--- src/rtl/core/bgns_pkg.sv ---
`timescale 1ns / 1ps
package bgns_pkg;

  localparam int MAX_NODES       = 1024;
  localparam int DEGREE_LIMIT    = 4;
  localparam int PATH_DEGREE     = 2;
  localparam int JUNCTION_DEGREE = 3;

  localparam int ADDR_W  = $clog2(MAX_NODES);
  localparam int DEG_W   = $clog2(DEGREE_LIMIT + 1);
  localparam int POS_W   = 24;
  localparam int RAD_W   = 20;
  localparam int IDX_W   = 10;
  localparam int CNT_W   = 11;
  localparam int REL_W   = 24;
  localparam int FRAC_W  = 14;
  localparam int DIFF_W  = POS_W + 1;
  localparam int SQ_W    = 2 * DIFF_W;
  localparam int SUM_W   = SQ_W + 2;
  localparam int SQS_W   = SUM_W + 2 * FRAC_W;
  localparam int ROOT_W  = SQS_W / 2;
  localparam int RREM_W  = ROOT_W + 2;
  localparam int BALL_W  = 3 * POS_W + RAD_W;
  localparam int ITER_W  = 6;

  localparam logic [1:0] OP_ADD     = 2'd0;
  localparam logic [1:0] OP_LINK    = 2'd1;
  localparam logic [1:0] OP_CONNECT = 2'd2;
  localparam logic [1:0] OP_FIND    = 2'd3;

  localparam logic [2:0] ST_OK         = 3'd0;
  localparam logic [2:0] ST_TABLE_FULL = 3'd1;
  localparam logic [2:0] ST_DEG_FULL   = 3'd2;
  localparam logic [2:0] ST_BAD_INDEX  = 3'd3;
  localparam logic [2:0] ST_EMPTY      = 3'd4;

  typedef struct packed {
    logic [1:0]              opcode;
    logic signed [POS_W-1:0] pos_x;
    logic signed [POS_W-1:0] pos_y;
    logic signed [POS_W-1:0] pos_z;
    logic [RAD_W-1:0]        radius;
    logic [IDX_W-1:0]        index_a;
    logic [IDX_W-1:0]        index_b;
  } bgns_in_t;

  typedef struct packed {
    logic [IDX_W-1:0] result_index;
    logic [REL_W-1:0] dist_ratio;
    logic [2:0]       status;
    logic [CNT_W-1:0] node_total;
    logic [CNT_W-1:0] end_total;
    logic [CNT_W-1:0] junction_total;
  } bgns_out_t;

  typedef enum logic [3:0] {
    DP_IDLE, DP_LATCH, DP_ERROR, DP_CAP_A, DP_CAP_B, DP_ADD, DP_LINK_A, DP_LINK_B,
    DP_SQ_X, DP_SQ_Y, DP_SQ_Z, DP_ROOT_INIT, DP_ROOT_STEP, DP_DIV_INIT, DP_DIV_STEP,
    DP_PICK_EMIT_UNUSED
  } dp_op_t;

  typedef struct packed {
    dp_op_t     op;
    logic       rd_b;
    logic       pick;
    logic       emit;
    logic [2:0] code;
  } bgns_cmd_t;

  typedef struct packed {
    logic [1:0] opcode;
    logic       full;
    logic       bad_a;
    logic       bad_pair;
    logic       deg_full_a;
    logic       deg_full_b;
    logic       empty;
    logic       iter_done;
    logic       scan_last;
  } bgns_stat_t;

  typedef enum logic [4:0] {
    S_IDLE, S_DECODE, S_RD_A, S_RD_B, S_RD_W, S_CHECK, S_ADD, S_LINK_A, S_LINK_B,
    S_SC_RD, S_SC_X, S_SC_Y, S_SC_Z, S_ROOT_INIT, S_ROOT, S_DIV_INIT, S_DIV, S_PICK,
    S_DONE
  } bgns_state_t;

endpackage

--- src/rtl/core/bgns_ctrl.sv ---
`timescale 1ns / 1ps
module bgns_ctrl
  import bgns_pkg::*;
(
  input  logic       clk,
  input  logic       rst_n,
  input  logic       in_valid,
  output logic       in_ready,
  output logic       out_valid,
  input  logic       out_ready,
  input  bgns_stat_t stat,
  output bgns_cmd_t  cmd
);

  bgns_state_t state_r, state_nxt;
  logic        out_valid_r, out_valid_nxt;

  always_ff @(posedge clk) begin
    if (!rst_n) begin
      state_r     <= S_IDLE;
      out_valid_r <= 1'b0;
    end else begin
      state_r     <= state_nxt;
      out_valid_r <= out_valid_nxt;
    end
  end

  always_comb begin
    state_nxt = state_r;
    in_ready  = 1'b0;
    cmd       = '{op: DP_IDLE, rd_b: 1'b0, pick: 1'b0, emit: 1'b0, code: ST_OK};
    case (state_r)
      S_IDLE: begin
        in_ready = 1'b1;
        if (in_valid) begin
          cmd.op    = DP_LATCH;
          state_nxt = S_DECODE;
        end
      end
      S_DECODE: begin
        state_nxt = S_DONE;
        cmd.op    = DP_ERROR;
        case (stat.opcode)
          OP_ADD: begin
            if (stat.full) cmd.code = ST_TABLE_FULL;
            else begin
              cmd.op    = DP_IDLE;
              state_nxt = S_ADD;
            end
          end
          OP_LINK: begin
            if (stat.full) cmd.code = ST_TABLE_FULL;
            else if (stat.bad_a) cmd.code = ST_BAD_INDEX;
            else begin
              cmd.op    = DP_IDLE;
              state_nxt = S_RD_A;
            end
          end
          OP_CONNECT: begin
            if (stat.bad_pair) cmd.code = ST_BAD_INDEX;
            else begin
              cmd.op    = DP_IDLE;
              state_nxt = S_RD_A;
            end
          end
          default: begin
            if (stat.empty) cmd.code = ST_EMPTY;
            else begin
              cmd.op    = DP_IDLE;
              state_nxt = S_SC_RD;
            end
          end
        endcase
      end
      S_RD_A: state_nxt = S_RD_B;
      S_RD_B: begin
        cmd.rd_b  = 1'b1;
        cmd.op    = DP_CAP_A;
        state_nxt = S_RD_W;
      end
      S_RD_W: begin
        cmd.op    = DP_CAP_B;
        state_nxt = S_CHECK;
      end
      S_CHECK: begin
        if (stat.opcode == OP_LINK) begin
          if (stat.deg_full_a) begin
            cmd.op    = DP_ERROR;
            cmd.code  = ST_DEG_FULL;
            state_nxt = S_DONE;
          end else state_nxt = S_ADD;
        end else begin
          if (stat.deg_full_a || stat.deg_full_b) begin
            cmd.op    = DP_ERROR;
            cmd.code  = ST_DEG_FULL;
            state_nxt = S_DONE;
          end else state_nxt = S_LINK_A;
        end
      end
      S_ADD: begin
        cmd.op    = DP_ADD;
        state_nxt = (stat.opcode == OP_LINK) ? S_LINK_A : S_DONE;
      end
      S_LINK_A: begin
        cmd.op    = DP_LINK_A;
        state_nxt = (stat.opcode == OP_CONNECT) ? S_LINK_B : S_DONE;
      end
      S_LINK_B: begin
        cmd.op    = DP_LINK_B;
        state_nxt = S_DONE;
      end
      S_SC_RD: state_nxt = S_SC_X;
      S_SC_X: begin
        cmd.op    = DP_SQ_X;
        state_nxt = S_SC_Y;
      end
      S_SC_Y: begin
        cmd.op    = DP_SQ_Y;
        state_nxt = S_SC_Z;
      end
      S_SC_Z: begin
        cmd.op    = DP_SQ_Z;
        state_nxt = S_ROOT_INIT;
      end
      S_ROOT_INIT: begin
        cmd.op    = DP_ROOT_INIT;
        state_nxt = S_ROOT;
      end
      S_ROOT: begin
        if (stat.iter_done) state_nxt = S_DIV_INIT;
        else cmd.op = DP_ROOT_STEP;
      end
      S_DIV_INIT: begin
        cmd.op    = DP_DIV_INIT;
        state_nxt = S_DIV;
      end
      S_DIV: begin
        if (stat.iter_done) state_nxt = S_PICK;
        else cmd.op = DP_DIV_STEP;
      end
      S_PICK: begin
        cmd.pick  = 1'b1;
        state_nxt = stat.scan_last ? S_DONE : S_SC_RD;
      end
      S_DONE: begin
        if (!out_valid_r || out_ready) begin
          cmd.emit  = 1'b1;
          state_nxt = S_IDLE;
        end
      end
      default: state_nxt = S_IDLE;
    endcase
  end

  assign out_valid_nxt = cmd.emit ? 1'b1 : (out_ready ? 1'b0 : out_valid_r);
  assign out_valid     = out_valid_r;

endmodule
--- config.mk ---
export PLATFORM = sky130hd
export DESIGN_NAME = bgns_ctrl
export DESIGN_NICKNAME = d
export VERILOG_FILES = /design/src/rtl/core/bgns_pkg.sv /design/src/rtl/core/bgns_ctrl.sv
export SDC_FILE = /design/constraint.sdc
export NUM_CORES = 1
export LEC_CHECK = 0
export ABC_AREA = 1
export BUFFER_PORTS_ARGS = -buffer_cell sky130_fd_sc_hd__buf_2
export CAP_MARGIN = 15
export CELL_PAD_IN_SITES_DETAIL_PLACEMENT = 1
export CELL_PAD_IN_SITES_GLOBAL_PLACEMENT = 1
export CORE_MARGIN = 5
export CORE_UTILIZATION = 34
export CTS_CLUSTER_SIZE = 12
export DETAILED_ROUTE_END_ITERATION = 7
export GPL_ROUTABILITY_DRIVEN = 0
export PLACE_DENSITY_LB_ADDON = 0.1
export SYNTH_ARGS = -nofsm -noshare
export SYNTH_HDL_FRONTEND = slang
export SYNTH_SLANG_ARGS = --single-unit
--- constraint.sdc ---
create_clock -name clk -period 2.99 [get_ports clk]
set_clock_uncertainty 0.2 [all_clocks]
set_input_delay 0 -clock clk [delete_from_list [all_inputs] [get_ports clk]]
set_output_delay 0 -clock clk [all_outputs]
set_load 0.01 [all_outputs]
==> results of run 1 <==
-- worst max-delay path: stages, from the launching register on --
cell	delay, ps
sky130_fd_sc_hd__dfxtp_1	500
sky130_fd_sc_hd__inv_1	140
sky130_fd_sc_hd__nor2_1	260
sky130_fd_sc_hd__nand3_1	150
sky130_fd_sc_hd__and2_2	230
sky130_fd_sc_hd__o311ai_0	100
sky130_fd_sc_hd__buf_2	190
-- power groups by stage --
stage	registers [mW]	logic (mW)	clock network, mW
after floorplan	0.119	0.276	0
after global routing	0.138	0.447	0.0845
after detailed placement	0.136	0.387	0
final	0.136	0.402	0.0794
after global placement	0.135	0.378	0
after CTS	0.134	0.397	0.0814
-- through the flow --
stage	instances	util	area, um^2
floorplan	148	-	774.5
global placement	199	0.4198	919.6
detailed placement	199	0.4198	919.6
CTS	207	0.4529	992.2
global route	207	0.4529	992.2
finish	207	0.4529	992.2
-- synth_stat cells --
cell,n
sky130_fd_sc_hd__inv_1,23
sky130_fd_sc_hd__o31ai_1,1
sky130_fd_sc_hd__buf_4,2
sky130_fd_sc_hd__dfxtp_1,6
sky130_fd_sc_hd__nor3_2,1
sky130_fd_sc_hd__o211ai_1,1
sky130_fd_sc_hd__a211oi_1,1
sky130_fd_sc_hd__a21oi_1,8
sky130_fd_sc_hd__nand2_1,38
sky130_fd_sc_hd__o21ai_0,6
sky130_fd_sc_hd__a41oi_1,1
sky130_fd_sc_hd__a31oi_1,2
sky130_fd_sc_hd__nand3_1,10
sky130_fd_sc_hd__nand4_1,3
sky130_fd_sc_hd__nor2_4,3
sky130_fd_sc_hd__and2_2,1
sky130_fd_sc_hd__and2_1,1
sky130_fd_sc_hd__inv_2,1
sky130_fd_sc_hd__o22ai_1,2
sky130_fd_sc_hd__nand3b_1,1
sky130_fd_sc_hd__o311ai_0,1
sky130_fd_sc_hd__nor3_1,5
sky130_fd_sc_hd__nor2_1,30
-- sequential cells by signal (all words and copies together), names as in the netlist --
| name | flops |
|---|---|
| out_valid | 1 |
| state_r | 5 |
-- logic make-up after synthesis --
group                  after synthesis
buffers and inverters               26
AND/OR/NAND/NOR                     93
flip-flops                           6
AO/OA/AOI/OAI                       23
-- placed cells by master, fill, tap and decap left out, drive strengths merged, types with 2 or more instances in the layout --
| cell | synthesis | layout |
|---|---|---|
| nand3 | 10 | 10 |
| nor2 | 33 | 33 |
| inv | 24 | 24 |
| nand4 | 3 | 3 |
| dfxtp | 6 | 6 |
| nor3 | 6 | 6 |
| buf | 2 | 25 |
| dlygate4sd3 | 0 | 5 |
| clkbuf | 0 | 3 |
| o21ai | 6 | 6 |
| and2 | 2 | 2 |
| nand2 | 38 | 38 |
| a21oi | 8 | 8 |
| o22ai | 2 | 2 |
| a31oi | 2 | 2 |
-- routing by layer --
metal / vias up / part of all wire / global-route usage
met5: - / 0 / 0
met4: 0 / 0.017 / 0.06291
met3: 9 / 0.067 / 0.03118
met2: 47 / 0.52 / 0.3548
met1: 509 / 0.40 / 0.2332
li1: 541 / - / -
-- repair_timing --
action	in CTS	in global routing
hold endpoints to repair	6	0
setup buffers	0	0
setup endpoints to repair	0	0
hold buffers	5	0
-- area by class of cell --
class	count	area [um^2]
Fill cell	337	1199
Sequential cell	6	120.1
Inverter	24	90.09
Clock buffer	3	22.52
Multi-Input combinational cell	116	549.3
Tap cell	28	35.03
Timing Repair Buffer	30	175.2
-- worst max path at each step --
stage / from / end / slack [ps] / depth (start not counted)
final: state_r[3]$_SDFFE_PN0P_ / cmd[8] / 970 / 6
after global routing: state_r[3]$_SDFFE_PN0P_ / cmd[8] / 870 / 6
after CTS: state_r[3]$_SDFFE_PN0P_ / cmd[8] / 980 / 6
after detailed placement: state_r[0]$_SDFFE_PN0P_ / state_r[0]$_SDFFE_PN0P_ / 1240 / 10
after global placement: state_r[3]$_SDFFE_PN0P_ / state_r[0]$_SDFFE_PN0P_ / 1220 / 8
after floorplan: state_r[0]$_SDFFE_PN0P_ / state_r[0]$_SDFFE_PN0P_ / 1510 / 9
==> qor.json, run 1 <==
{
  "power": {
    "power_density_mw_per_mm2": 622.5,
    "proportion_of_power_drawn_by_the_clock_network": 0.128,
    "power.ir.vdd_worst_mv": 0.3672,
    "leakagePower_nw": 0.5289,
    "swShare": 0.5483,
    "intPower_uw": 279.0,
    "design_power_total_uw": 617.7,
    "share_seq_of_total_power": 0.221,
    "switchingPower_uw": 338.7,
    "power.combinational.fraction": 0.651
  },
  "setup_path": {
    "length_in_cells_of_the_worst_reg_to_reg_path": 8,
    "start_kind": "register",
    "worst-endpoint-required_ps": 2790,
    "critical_path_peak_fanout": 7,
    "reg2reg_from": "state_r[3]$_SDFFE_PN0P_",
    "reg2reg_slack_ps": 1180,
    "r2r-end": "state_r[4]$_SDFFE_PN0P_",
    "worst-setup-path-type": "register to output port",
    "setup.worst_path.end_class": "output port",
    "crit_arrival_ps": 1820
  },
  "flow_run": {
    "maxCapViolCount": 0
  },
  "clocking": {
    "cts_made_buffers": 3,
    "worst_skew_pair.late_latency_ps": 250,
    "clock_tree.buffer_depth": 2,
    "tritoncts_clock_tree": "done",
    "clock_sink_count": 6,
    "path_clk_slew_ps": 50,
    "resized_gates_after_cts": 0,
    "cts_htree_levels": 1,
    "cts_root_buf": "sky130_fd_sc_hd__clkbuf_4"
  },
  "global_route": {
    "maximum_number_of_pins_on_one_net_before_global_route_repair": 10,
    "antenna_found_initial": 0,
    "overflow": 0,
    "grt_pass1_wl_um": 5106,
    "vias_in_the_first_global_route": 1122,
    "global_route.usage.total": 0.1961
  },
  "yosys": {
    "synth-compound-area-share": 0.1745,
    "synth_top_family_by_area": "simple AND/OR/NAND/NOR gates",
    "syn-cell-area_um2": 774.5,
    "synth-xor-area-share": 0,
    "synth_largest_type_area_fraction": 0.1842,
    "synth_seq_cells": 6,
    "synth_top_cells_by_area": "sky130_fd_sc_hd__nand2_1 (18%), sky130_fd_sc_hd__dfxtp_1 (16%), sky130_fd_sc_hd__nor2_1 (15%)",
    "synth-warning-count": 0,
    "synth_adder_area_share": 0,
    "post_synth_inst_count": 148,
    "synthDominantAreaCellType": "sky130_fd_sc_hd__nand2_1",
    "synth_sequential_area_ratio": 0.1551,
    "synth.mux.area_fraction": 0,
    "synth_simple_gate_area_frac": 0.5347,
    "synthesis.nets": 162,
    "yosys.cell_types.count": 23,
    "synth_area_per_cell_um2": 5.233
  },
  "outcome": {
    "run_status": "finished, final reports clean"
  },
  "floorplanning": {
    "fp.dieW_um": 57.73,
    "die-area_mm2": 0.003332,
    "rows": 17,
    "initial_utilization": 0.3535,
    "core_area_mm2": 0.002191,
    "fp.dieH_um": 57.73,
    "top_ports": 26
  },
  "min_path": {
    "hold_path_depth": 4,
    "worst_hold_path_ep": "state_r[4]$_SDFFE_PN0P_",
    "hp-class": "input port to register",
    "hp-start": "in_valid"
  },
  "timing": {
    "worst_slew_margin_rel": 0.7716,
    "final-max-slew-violation-count": 0,
    "number_of_failing_setup_endpoints_in_the_final_timing_report": 0,
    "fin_setup_tns_ps": 0,
    "worst_hold_slack_ps": 28.51,
    "setup_repair_after_global_routing_missed_its_margin": "no",
    "final.min_clock_period_ps": 2024,
    "share_of_the_cycle_needed_by_the_critical_path_after_routing": 0.6768,
    "fin_ws_ps": 966.2,
    "fmaxAchievable_mhz": 494.1,
    "finalHoldViolations": 0,
    "slew_of_the_pin_with_the_lowest_slew_margin_ps": 342.2
  },
  "layout": {
    "n_antenna_cell": 0,
    "finalNetCount": 195,
    "areaGrowthSynthToFinish_pct": 28.11,
    "share_of_cells_above_drive_strength_1": 0.1899
  },
  "routing": {
    "via_count": 1106,
    "detail_route.vias_per_cell": 5.343,
    "drt_wl_total_um": 3195,
    "route.antenna.remaining_nets": 0,
    "dr.first_iter.drc_count": 34,
    "drt_drc_violations_left": 0,
    "drt_pre_antenna_iters": 4,
    "wire_per_inst_um": 15.43
  },
  "placed_design": {
    "post-place-ws_ps": 1243,
    "port_buffers": 25,
    "placed_wire_length_estimate_um": 2478
  }
}
Power figures use the tool's default switching activity.
==> run 2: changes to the inputs <==
--- a/config.mk
+++ b/config.mk
@@ -5,13 +5,13 @@
 export SDC_FILE = /design/constraint.sdc
 export NUM_CORES = 1
 export LEC_CHECK = 0
-export ABC_AREA = 1
+export ABC_AREA = 0
 export BUFFER_PORTS_ARGS = -buffer_cell sky130_fd_sc_hd__buf_2
 export CAP_MARGIN = 15
 export CELL_PAD_IN_SITES_DETAIL_PLACEMENT = 1
 export CELL_PAD_IN_SITES_GLOBAL_PLACEMENT = 1
 export CORE_MARGIN = 5
-export CORE_UTILIZATION = 34
+export CORE_UTILIZATION = 31
 export CTS_CLUSTER_SIZE = 12
 export DETAILED_ROUTE_END_ITERATION = 7
 export GPL_ROUTABILITY_DRIVEN = 0
==> constraint.sdc (replaced) <==
create_clock -name clk -period 1.71 [get_ports clk]
set_clock_uncertainty 0.2 [all_clocks]
set_input_delay 0 -clock clk [delete_from_list [all_inputs] [get_ports clk]]
set_output_delay 0 -clock clk [all_outputs]
set_load 0.01 [all_outputs]
==> run 2 against run 1 <==
The run now ends with negative setup slack left; sequential share of layout area decreased by 4.1 points; global-route usage decreased by 1.2 points; utilization grew 13 points; clock power is 65% higher; critical endpoint is now cmd[7]; clock-buffer cell count is the same; area after synthesis up 11%; cell count up 10%.
==> qor.json, run 2 <==
{
  "clocking": {
    "cts_root_buf": "sky130_fd_sc_hd__clkbuf_4",
    "tritoncts_clock_tree": "done",
    "cts_htree_levels": 1,
    "clock_sink_count": 6,
    "cts_made_buffers": 3,
    "clock_tree.buffer_depth": 2,
    "path_clk_slew_ps": 50,
    "worst_skew_pair.late_latency_ps": 240
  },
  "yosys": {
    "synthesis.nets": 144,
    "synth_top_cells_by_count": "sky130_fd_sc_hd__nor2_1 (20), sky130_fd_sc_hd__a21oi_1 (9), sky130_fd_sc_hd__nand2_1 (7), sky130_fd_sc_hd__nand2b_1 (7), sky130_fd_sc_hd__o21ai_0 (7)",
    "synth_async_sr_flop_share": 0,
    "synth.mux.area_fraction": 0.01308,
    "syn-cell-area_um2": 860.8,
    "synth_sequential_area_ratio": 0.1395,
    "synth-compound-area-share": 0.3590,
    "synthDominantAreaCellType": "sky130_fd_sc_hd__dfxtp_1",
    "synth_top_family_by_area": "simple AND/OR/NAND/NOR gates",
    "yosys.cell_types.count": 47,
    "synth_enable_flop_cells": 0,
    "synth_area_per_cell_um2": 6.622,
    "synth-warning-count": 0,
    "yosys_most_used_dff": "sky130_fd_sc_hd__dfxtp_1",
    "synth_adder_area_share": 0,
    "synth_largest_type_area_fraction": 0.1395,
    "yosys.cell_count.top_type": "sky130_fd_sc_hd__nor2_1",
    "post_synth_inst_count": 130,
    "synth_seq_cells": 6,
    "synth_top_cells_by_area": "sky130_fd_sc_hd__dfxtp_1 (14%), sky130_fd_sc_hd__nor2_1 (8.7%), sky130_fd_sc_hd__a21oi_1 (5.2%)",
    "synth_simple_gate_area_frac": 0.3968,
    "synth-xor-area-share": 0
  },
  "setup_path": {
    "critical_path_peak_fanout": 4,
    "crit_arrival_ps": 1820,
    "worst_path_dominant_cell_family": "simple AND/OR/NAND/NOR gates",
    "critical_path.n_buffers_inverters": 1,
    "path_cells": "or3b_4 -> or4b_4 -> o21ai_4 -> a211o_1 -> buf_2",
    "worst-endpoint-required_ps": 1510,
    "setup.worst_path.end_class": "output port",
    "r2r-end": "state_r[1]$_SDFFE_PN0P_",
    "reg2reg_from": "state_r[2]$_SDFFE_PN0P_",
    "length_in_cells_of_the_worst_reg_to_reg_path": 7,
    "start_kind": "register",
    "reg2reg_slack_ps": -230,
    "timing.critical_path.slowest_stage_cell": "sky130_fd_sc_hd__or4b_4",
    "worstSetupStartpoint": "state_r[4]$_SDFFE_PN0P_",
    "delay_of_the_slowest_critical_path_stage_ps": 520,
    "worst-setup-path-type": "register to output port"
  },
  "routing": {
    "wire_per_inst_um": 16.91,
    "route.antenna.remaining_nets": 0,
    "via_count": 1266,
    "dr.first_iter.drc_count": 64,
    "drt_wl_total_um": 3855,
    "detail_route.vias_per_cell": 5.553,
    "drt_pre_antenna_iters": 4,
    "drt_drc_violations_left": 0
  },
  "min_path": {
    "hp-class": "input port to register",
    "worst_hold_path_ep": "state_r[1]$_SDFFE_PN0P_",
    "hold_path_depth": 3,
    "hp-start": "stat[1]"
  },
  "floorplanning": {
    "fp.dieH_um": 62.70,
    "initial_utilization": 0.3176,
    "top_ports": 26,
    "fp.dieW_um": 62.70,
    "core_area_mm2": 0.002710,
    "rows": 19,
    "die-area_mm2": 0.003931
  },
  "timing": {
    "slew_of_the_pin_with_the_lowest_slew_margin_ps": 392.8,
    "worst_hold_slack_ps": 12.61,
    "fmaxAchievable_mhz": 494.1,
    "finalHoldViolations": 0,
    "final.min_clock_period_ps": 2024,
    "setup_repair_after_global_routing_missed_its_margin": "yes",
    "final-max-slew-violation-count": 0,
    "worst_slew_margin_rel": 0.7357,
    "share_of_the_cycle_needed_by_the_critical_path_after_routing": 1.183,
    "fin_ws_ps": -313.8,
    "number_of_failing_setup_endpoints_in_the_final_timing_report": 14
  },
  "outcome": {
    "failed_checks": "negative setup slack",
    "run_status": "finished, violations left"
  },
  "layout": {
    "finalNetCount": 213,
    "layout.filler_cells": 345,
    "largest_register_ff_count": 5,
    "share_of_cells_above_drive_strength_1": 0.5330,
    "areaGrowthSynthToFinish_pct": 83.14,
    "sequential_cell_area_um2": 126.4,
    "multiInputGateArea_um2": 807.0,
    "n_antenna_cell": 0,
    "post_layout_nonfiller_instances": 228,
    "layout.cells.most_common_list": "sky130_fd_sc_hd__buf_4 (34), sky130_fd_sc_hd__buf_2 (25), sky130_fd_sc_hd__nor2_1 (17)",
    "max_flop_register": "state_r",
    "layout.cells.most_common": "sky130_fd_sc_hd__buf_4"
  },
  "placed_design": {
    "post-place-cells": 210,
    "port_buffers": 25,
    "post-place-ws_ps": -190.7,
    "placed_wire_length_estimate_um": 2734
  },
  "global_route": {
    "antenna_found_initial": 0,
    "grt_most_used_layer": "met2",
    "vias_in_the_first_global_route": 1311,
    "overflow": 0,
    "maximum_number_of_pins_on_one_net_before_global_route_repair": 11,
    "global_route.usage.total": 0.1844,
    "grt.met2_usage": 0.3549,
    "groute.layer.met1.usage": 0.2153,
    "gr-usage-met3": 0.03058,
    "grt_pass1_wl_um": 6085
  },
  "power": {
    "power_density_mw_per_mm2": 1316,
    "share_seq_of_total_power": 0.106,
    "switchingPower_uw": 916.6,
    "swShare": 0.4419,
    "power.ir.vdd_worst_mv": 0.7572,
    "design_power_total_mw": 2.074,
    "leakagePower_nw": 0.6811,
    "intPower_mw": 1.157,
    "proportion_of_power_drawn_by_the_clock_network": 0.063,
    "power.combinational.fraction": 0.831
  },
  "flow_run": {
    "maxCapViolCount": 0
  }
}
[run 2: cell types whose count changed in the layout (fill, tap and decap cells not counted), sizes merged, moves of 5 or more]
cell,before,now
nor2b,0,6
buf,25,72
nand2,38,7
nand3,10,2
nor2,33,20
inv,24,4
nand2b,0,7
o21a,0,5
[run 2: how the worst max path moves through the flow]
stage	cells past startpoint	slack, ps	to
after global routing	7	-360	state_r[1]$_SDFFE_PN0P_
final	5	-310	cmd[7]
after detailed placement	7	-190	state_r[1]$_SDFFE_PN0P_
after global placement	5	-140	cmd[7]
after CTS	5	-300	cmd[7]
after floorplan	5	-40	state_r[4]$_SDFFE_PN0P_
[run 2: cell families after synthesis]
| kind of cell | after synthesis |
|---|---|
| mux | 1 |
| buf+inv | 16 |
| simple gates | 63 |
| compound gates | 44 |
| flops | 6 |
[run 2: routing by layer]
metal | routed length [um] | part of all wire
met5 | 0 | 0
met4 | 16 | 0.0042
met3 | 147 | 0.038
met2 | 2049 | 0.53
met1 | 1642 | 0.43
[run 2: worst register-to-register path, cell delays in order, from the launching register on]
cell,delay (ps)
sky130_fd_sc_hd__dfxtp_2,320
sky130_fd_sc_hd__buf_4,130
sky130_fd_sc_hd__or4b_1,540
sky130_fd_sc_hd__a211oi_2,240
sky130_fd_sc_hd__nor4_1,90
sky130_fd_sc_hd__buf_4,150
sky130_fd_sc_hd__o21ai_0,70
sky130_fd_sc_hd__a21boi_1,80
[run 2: what timing repair did]
action,in CTS,in global routing
setup endpoints to repair,13,16
gates resized for setup,27,20
hold endpoints to repair,6,0
pin swaps,7,2
buffers inserted,9,2
hold buffers,4,0
[run 2: power by group through the flow]
| stage | clock network [mW] | logic, mW | registers, mW |
|---|---|---|---|
| floorplan | 0 | 0.682 | 0.210 |
| global placement | 0 | 1.21 | 0.212 |
| detailed placement | 0 | 1.24 | 0.216 |
| CTS | 0.138 | 1.54 | 0.209 |
| global route | 0.142 | 1.83 | 0.223 |
| finish | 0.131 | 1.72 | 0.219 |
[run 2: layout make-up]
class,instances,area share
Timing Repair Buffer,76,0.3595
Sequential cell,6,0.08016
Inverter,4,0.009524
Tap cell,31,0.02460
Multi-Input combinational cell,108,0.5119
Clock buffer,3,0.01429
[run 2: stage by stage]
step | utilization | TNS [ps] | cell area, um^2
2_1_floorplan | - | -35.36 | 874.6
3_3_place_gp | 0.4594 | -612.3 | 1245
3_5_place_dp | 0.4594 | -883.2 | 1245
4_1_cts | 0.5443 | -2058 | 1475
5_1_grt | 0.5817 | -3079 | 1577
6_report | 0.5817 | -2164 | 1577
==> run 3: changes to the inputs <==
--- a/config.mk
+++ b/config.mk
@@ -12,6 +12,7 @@
 export CELL_PAD_IN_SITES_GLOBAL_PLACEMENT = 1
 export CORE_MARGIN = 5
 export CORE_UTILIZATION = 31
+export CTS_BUF_LIST = sky130_fd_sc_hd__clkbuf_16
 export CTS_CLUSTER_SIZE = 12
 export DETAILED_ROUTE_END_ITERATION = 7
 export GPL_ROUTABILITY_DRIVEN = 0
==> run 3 against run 2 <==
The flow still finishes with violations (negative setup slack); critical endpoint unchanged; critical path depth unchanged; sequential share of layout area fell by 0.12 points; combinational power about the same; cell area up 0.56%; utilization grew 0.32 points; die area is the same; clock-buffer cell count is the same; worst hold slack gained 23 ps; non-clock buffer count is 5 lower; global-route usage increased by 0.18 points; power grew 10%; first-iteration DRC count shrank 41%.
==> qor.json, run 3 (synthesis gave the netlist of run 2 again) <==
{
  "layout": {
    "layout.filler_cells": 352,
    "share_of_cells_above_drive_strength_1": 0.5313,
    "max_flop_register": "state_r",
    "utilization": 0.5849,
    "finalNetCount": 208,
    "areaGrowthSynthToFinish_pct": 84.16,
    "layout.cells.most_common": "sky130_fd_sc_hd__buf_4",
    "largest_register_ff_count": 5,
    "layout.cells.most_common_list": "sky130_fd_sc_hd__buf_4 (36), sky130_fd_sc_hd__buf_2 (25), sky130_fd_sc_hd__nor2_1 (16)",
    "n_antenna_cell": 0
  },
  "outcome": {
    "failed_checks": "negative setup slack",
    "run_status": "finished, violations left"
  },
  "floorplanning": {
    "die-area_mm2": 0.003931,
    "fp.dieH_um": 62.70,
    "top_ports": 26,
    "initial_utilization": 0.3176,
    "rows": 19,
    "core_area_mm2": 0.002710,
    "fp.dieW_um": 62.70
  },
  "power": {
    "power.combinational.fraction": 0.743,
    "power.ir.vdd_worst_mv": 1.243,
    "switchingPower_uw": 960.7,
    "proportion_of_power_drawn_by_the_clock_network": 0.162,
    "swShare": 0.4198,
    "intPower_mw": 1.328,
    "leakagePower_nw": 0.6768,
    "share_seq_of_total_power": 0.096,
    "power_density_mw_per_mm2": 1444
  },
  "global_route": {
    "maximum_number_of_pins_on_one_net_before_global_route_repair": 11,
    "antenna_found_initial": 0,
    "global_route.usage.total": 0.1863,
    "grt_pass1_wl_um": 6023,
    "overflow": 0,
    "vias_in_the_first_global_route": 1279
  },
  "clocking": {
    "cts_made_buffers": 3,
    "clock_tree.buffer_depth": 2,
    "tritoncts_clock_tree": "done",
    "path_clk_slew_ps": 30,
    "cts_root_buf": "sky130_fd_sc_hd__clkbuf_16",
    "cts_htree_levels": 1,
    "clock_sink_count": 6,
    "worst_skew_pair.late_latency_ps": 230
  },
  "timing": {
    "worst_slew_margin_rel": 0.7292,
    "final.min_clock_period_ps": 2022,
    "slew_of_the_pin_with_the_lowest_slew_margin_ps": 406.3,
    "final-max-slew-violation-count": 0,
    "fmaxAchievable_mhz": 494.6,
    "number_of_failing_setup_endpoints_in_the_final_timing_report": 12,
    "fin_ws_ps": -311.8,
    "share_of_the_cycle_needed_by_the_critical_path_after_routing": 1.182,
    "finalHoldViolations": 0,
    "setup_repair_after_global_routing_missed_its_margin": "yes",
    "fin_setup_tns_ps": -1651
  },
  "setup_path": {
    "setup.worst_path.end_class": "output port",
    "start_kind": "register",
    "worst_setup_path_endpoint": "cmd[7]",
    "reg2reg_from": "state_r[4]$_SDFFE_PN0P_",
    "crit_arrival_ps": 1820,
    "worst-setup-path-type": "register to output port",
    "r2r-end": "state_r[4]$_SDFFE_PN0P_",
    "reg2reg_slack_ps": -150,
    "worstSetupStartpoint": "state_r[4]$_SDFFE_PN0P_",
    "worst-endpoint-required_ps": 1510,
    "length_in_cells_of_the_worst_reg_to_reg_path": 6,
    "critical_path_peak_fanout": 4
  },
  "routing": {
    "detail_route.vias_per_cell": 5.655,
    "drt_drc_violations_left": 0,
    "drt_pre_antenna_iters": 4,
    "wire_per_inst_um": 17.62,
    "via_count": 1261,
    "route.antenna.remaining_nets": 0,
    "drt_wl_total_um": 3930,
    "dr.first_iter.drc_count": 38
  },
  "flow_run": {
    "maxCapViolCount": 0
  },
  "min_path": {
    "hp-class": "input port to register"
  },
  "placed_design": {
    "placed_wire_length_estimate_um": 2734,
    "port_buffers": 25
  }
}
==> run 3: worst min-delay path by stage <==
stage,depth (start not counted),start,to,slack [ps]
final,3,stat[9],state_r[2]$_SDFFE_PN0P_,40
after global routing,3,stat[9],state_r[2]$_SDFFE_PN0P_,50
after CTS,3,stat[9],state_r[2]$_SDFFE_PN0P_,20
after detailed placement,2,rst_n,state_r[3]$_SDFFE_PN0P_,110
after global placement,2,rst_n,state_r[3]$_SDFFE_PN0P_,100
after floorplan,2,stat[2],cmd[2],-110
==> run 3: power by group through the flow <==
| stage | Combinational, mW | Clock (mW) | Sequential (mW) |
|---|---|---|---|
| finish | 1.70 | 0.371 | 0.219 |
| global route | 1.82 | 0.389 | 0.224 |
| CTS | 1.60 | 0.385 | 0.211 |
| detailed placement | 1.24 | 0 | 0.216 |
| global placement | 1.21 | 0 | 0.212 |
| floorplan | 0.682 | 0 | 0.210 |
==> run 3: layer usage <==
layer / part of all wire / vias to the layer above / track usage
met1: 0.40 / 610 / 0.2142
li1: - / 610 / -
met2: 0.53 / 33 / 0.3484
met4: 0.022 / 0 / 0.02918
met3: 0.045 / 8 / 0.04496
met5: 0 / - / 0
==> run 3: metrics by stage <==
step | instance area, um^2 | setup WS [ps] | instances | hold slack (ps) | power, mW
6_report | 1585 | -311.8 | 223 | 35.15 | 2.288
5_1_grt | 1585 | -340.3 | 223 | 46.94 | 2.428
4_1_cts | 1549 | -277.8 | 223 | 21.81 | 2.193
3_5_place_dp | 1245 | -190.7 | 210 | 107.8 | 1.456
3_3_place_gp | 1245 | -137.7 | 210 | 104.5 | 1.426
2_1_floorplan | 874.6 | -35.36 | 130 | -105.4 | 0.8919
==> run 3: area by class of cell <==
class | count | area (um^2) | area share
flip-flops and latches | 6 | 125.1 | 0.07893
repair buffers | 71 | 508.0 | 0.3204
multi-input cells | 108 | 823.3 | 0.5193
well taps | 31 | 38.79 | 0.02447
clock buffers | 3 | 75.07 | 0.04736
inverters | 4 | 15.01 | 0.009471
==> run 3: what timing repair did <==
action                                 in CTS  in global routing
endpoints found under the hold margin       6                  0
setup buffers                               7                  0
setup endpoints to repair                  13                 15
pin swaps                                  11                  1
gates cloned                                0                  0
gates resized for setup                    37                  9
hold buffers                                3                  0
==> run 3: critical path: stages (launching register included) <==
cell                      delay (ps)
sky130_fd_sc_hd__dfxtp_2         330
sky130_fd_sc_hd__or3b_4          420
sky130_fd_sc_hd__or4b_4          520
sky130_fd_sc_hd__o21ai_4          80
sky130_fd_sc_hd__a211o_1         120
sky130_fd_sc_hd__buf_2           130
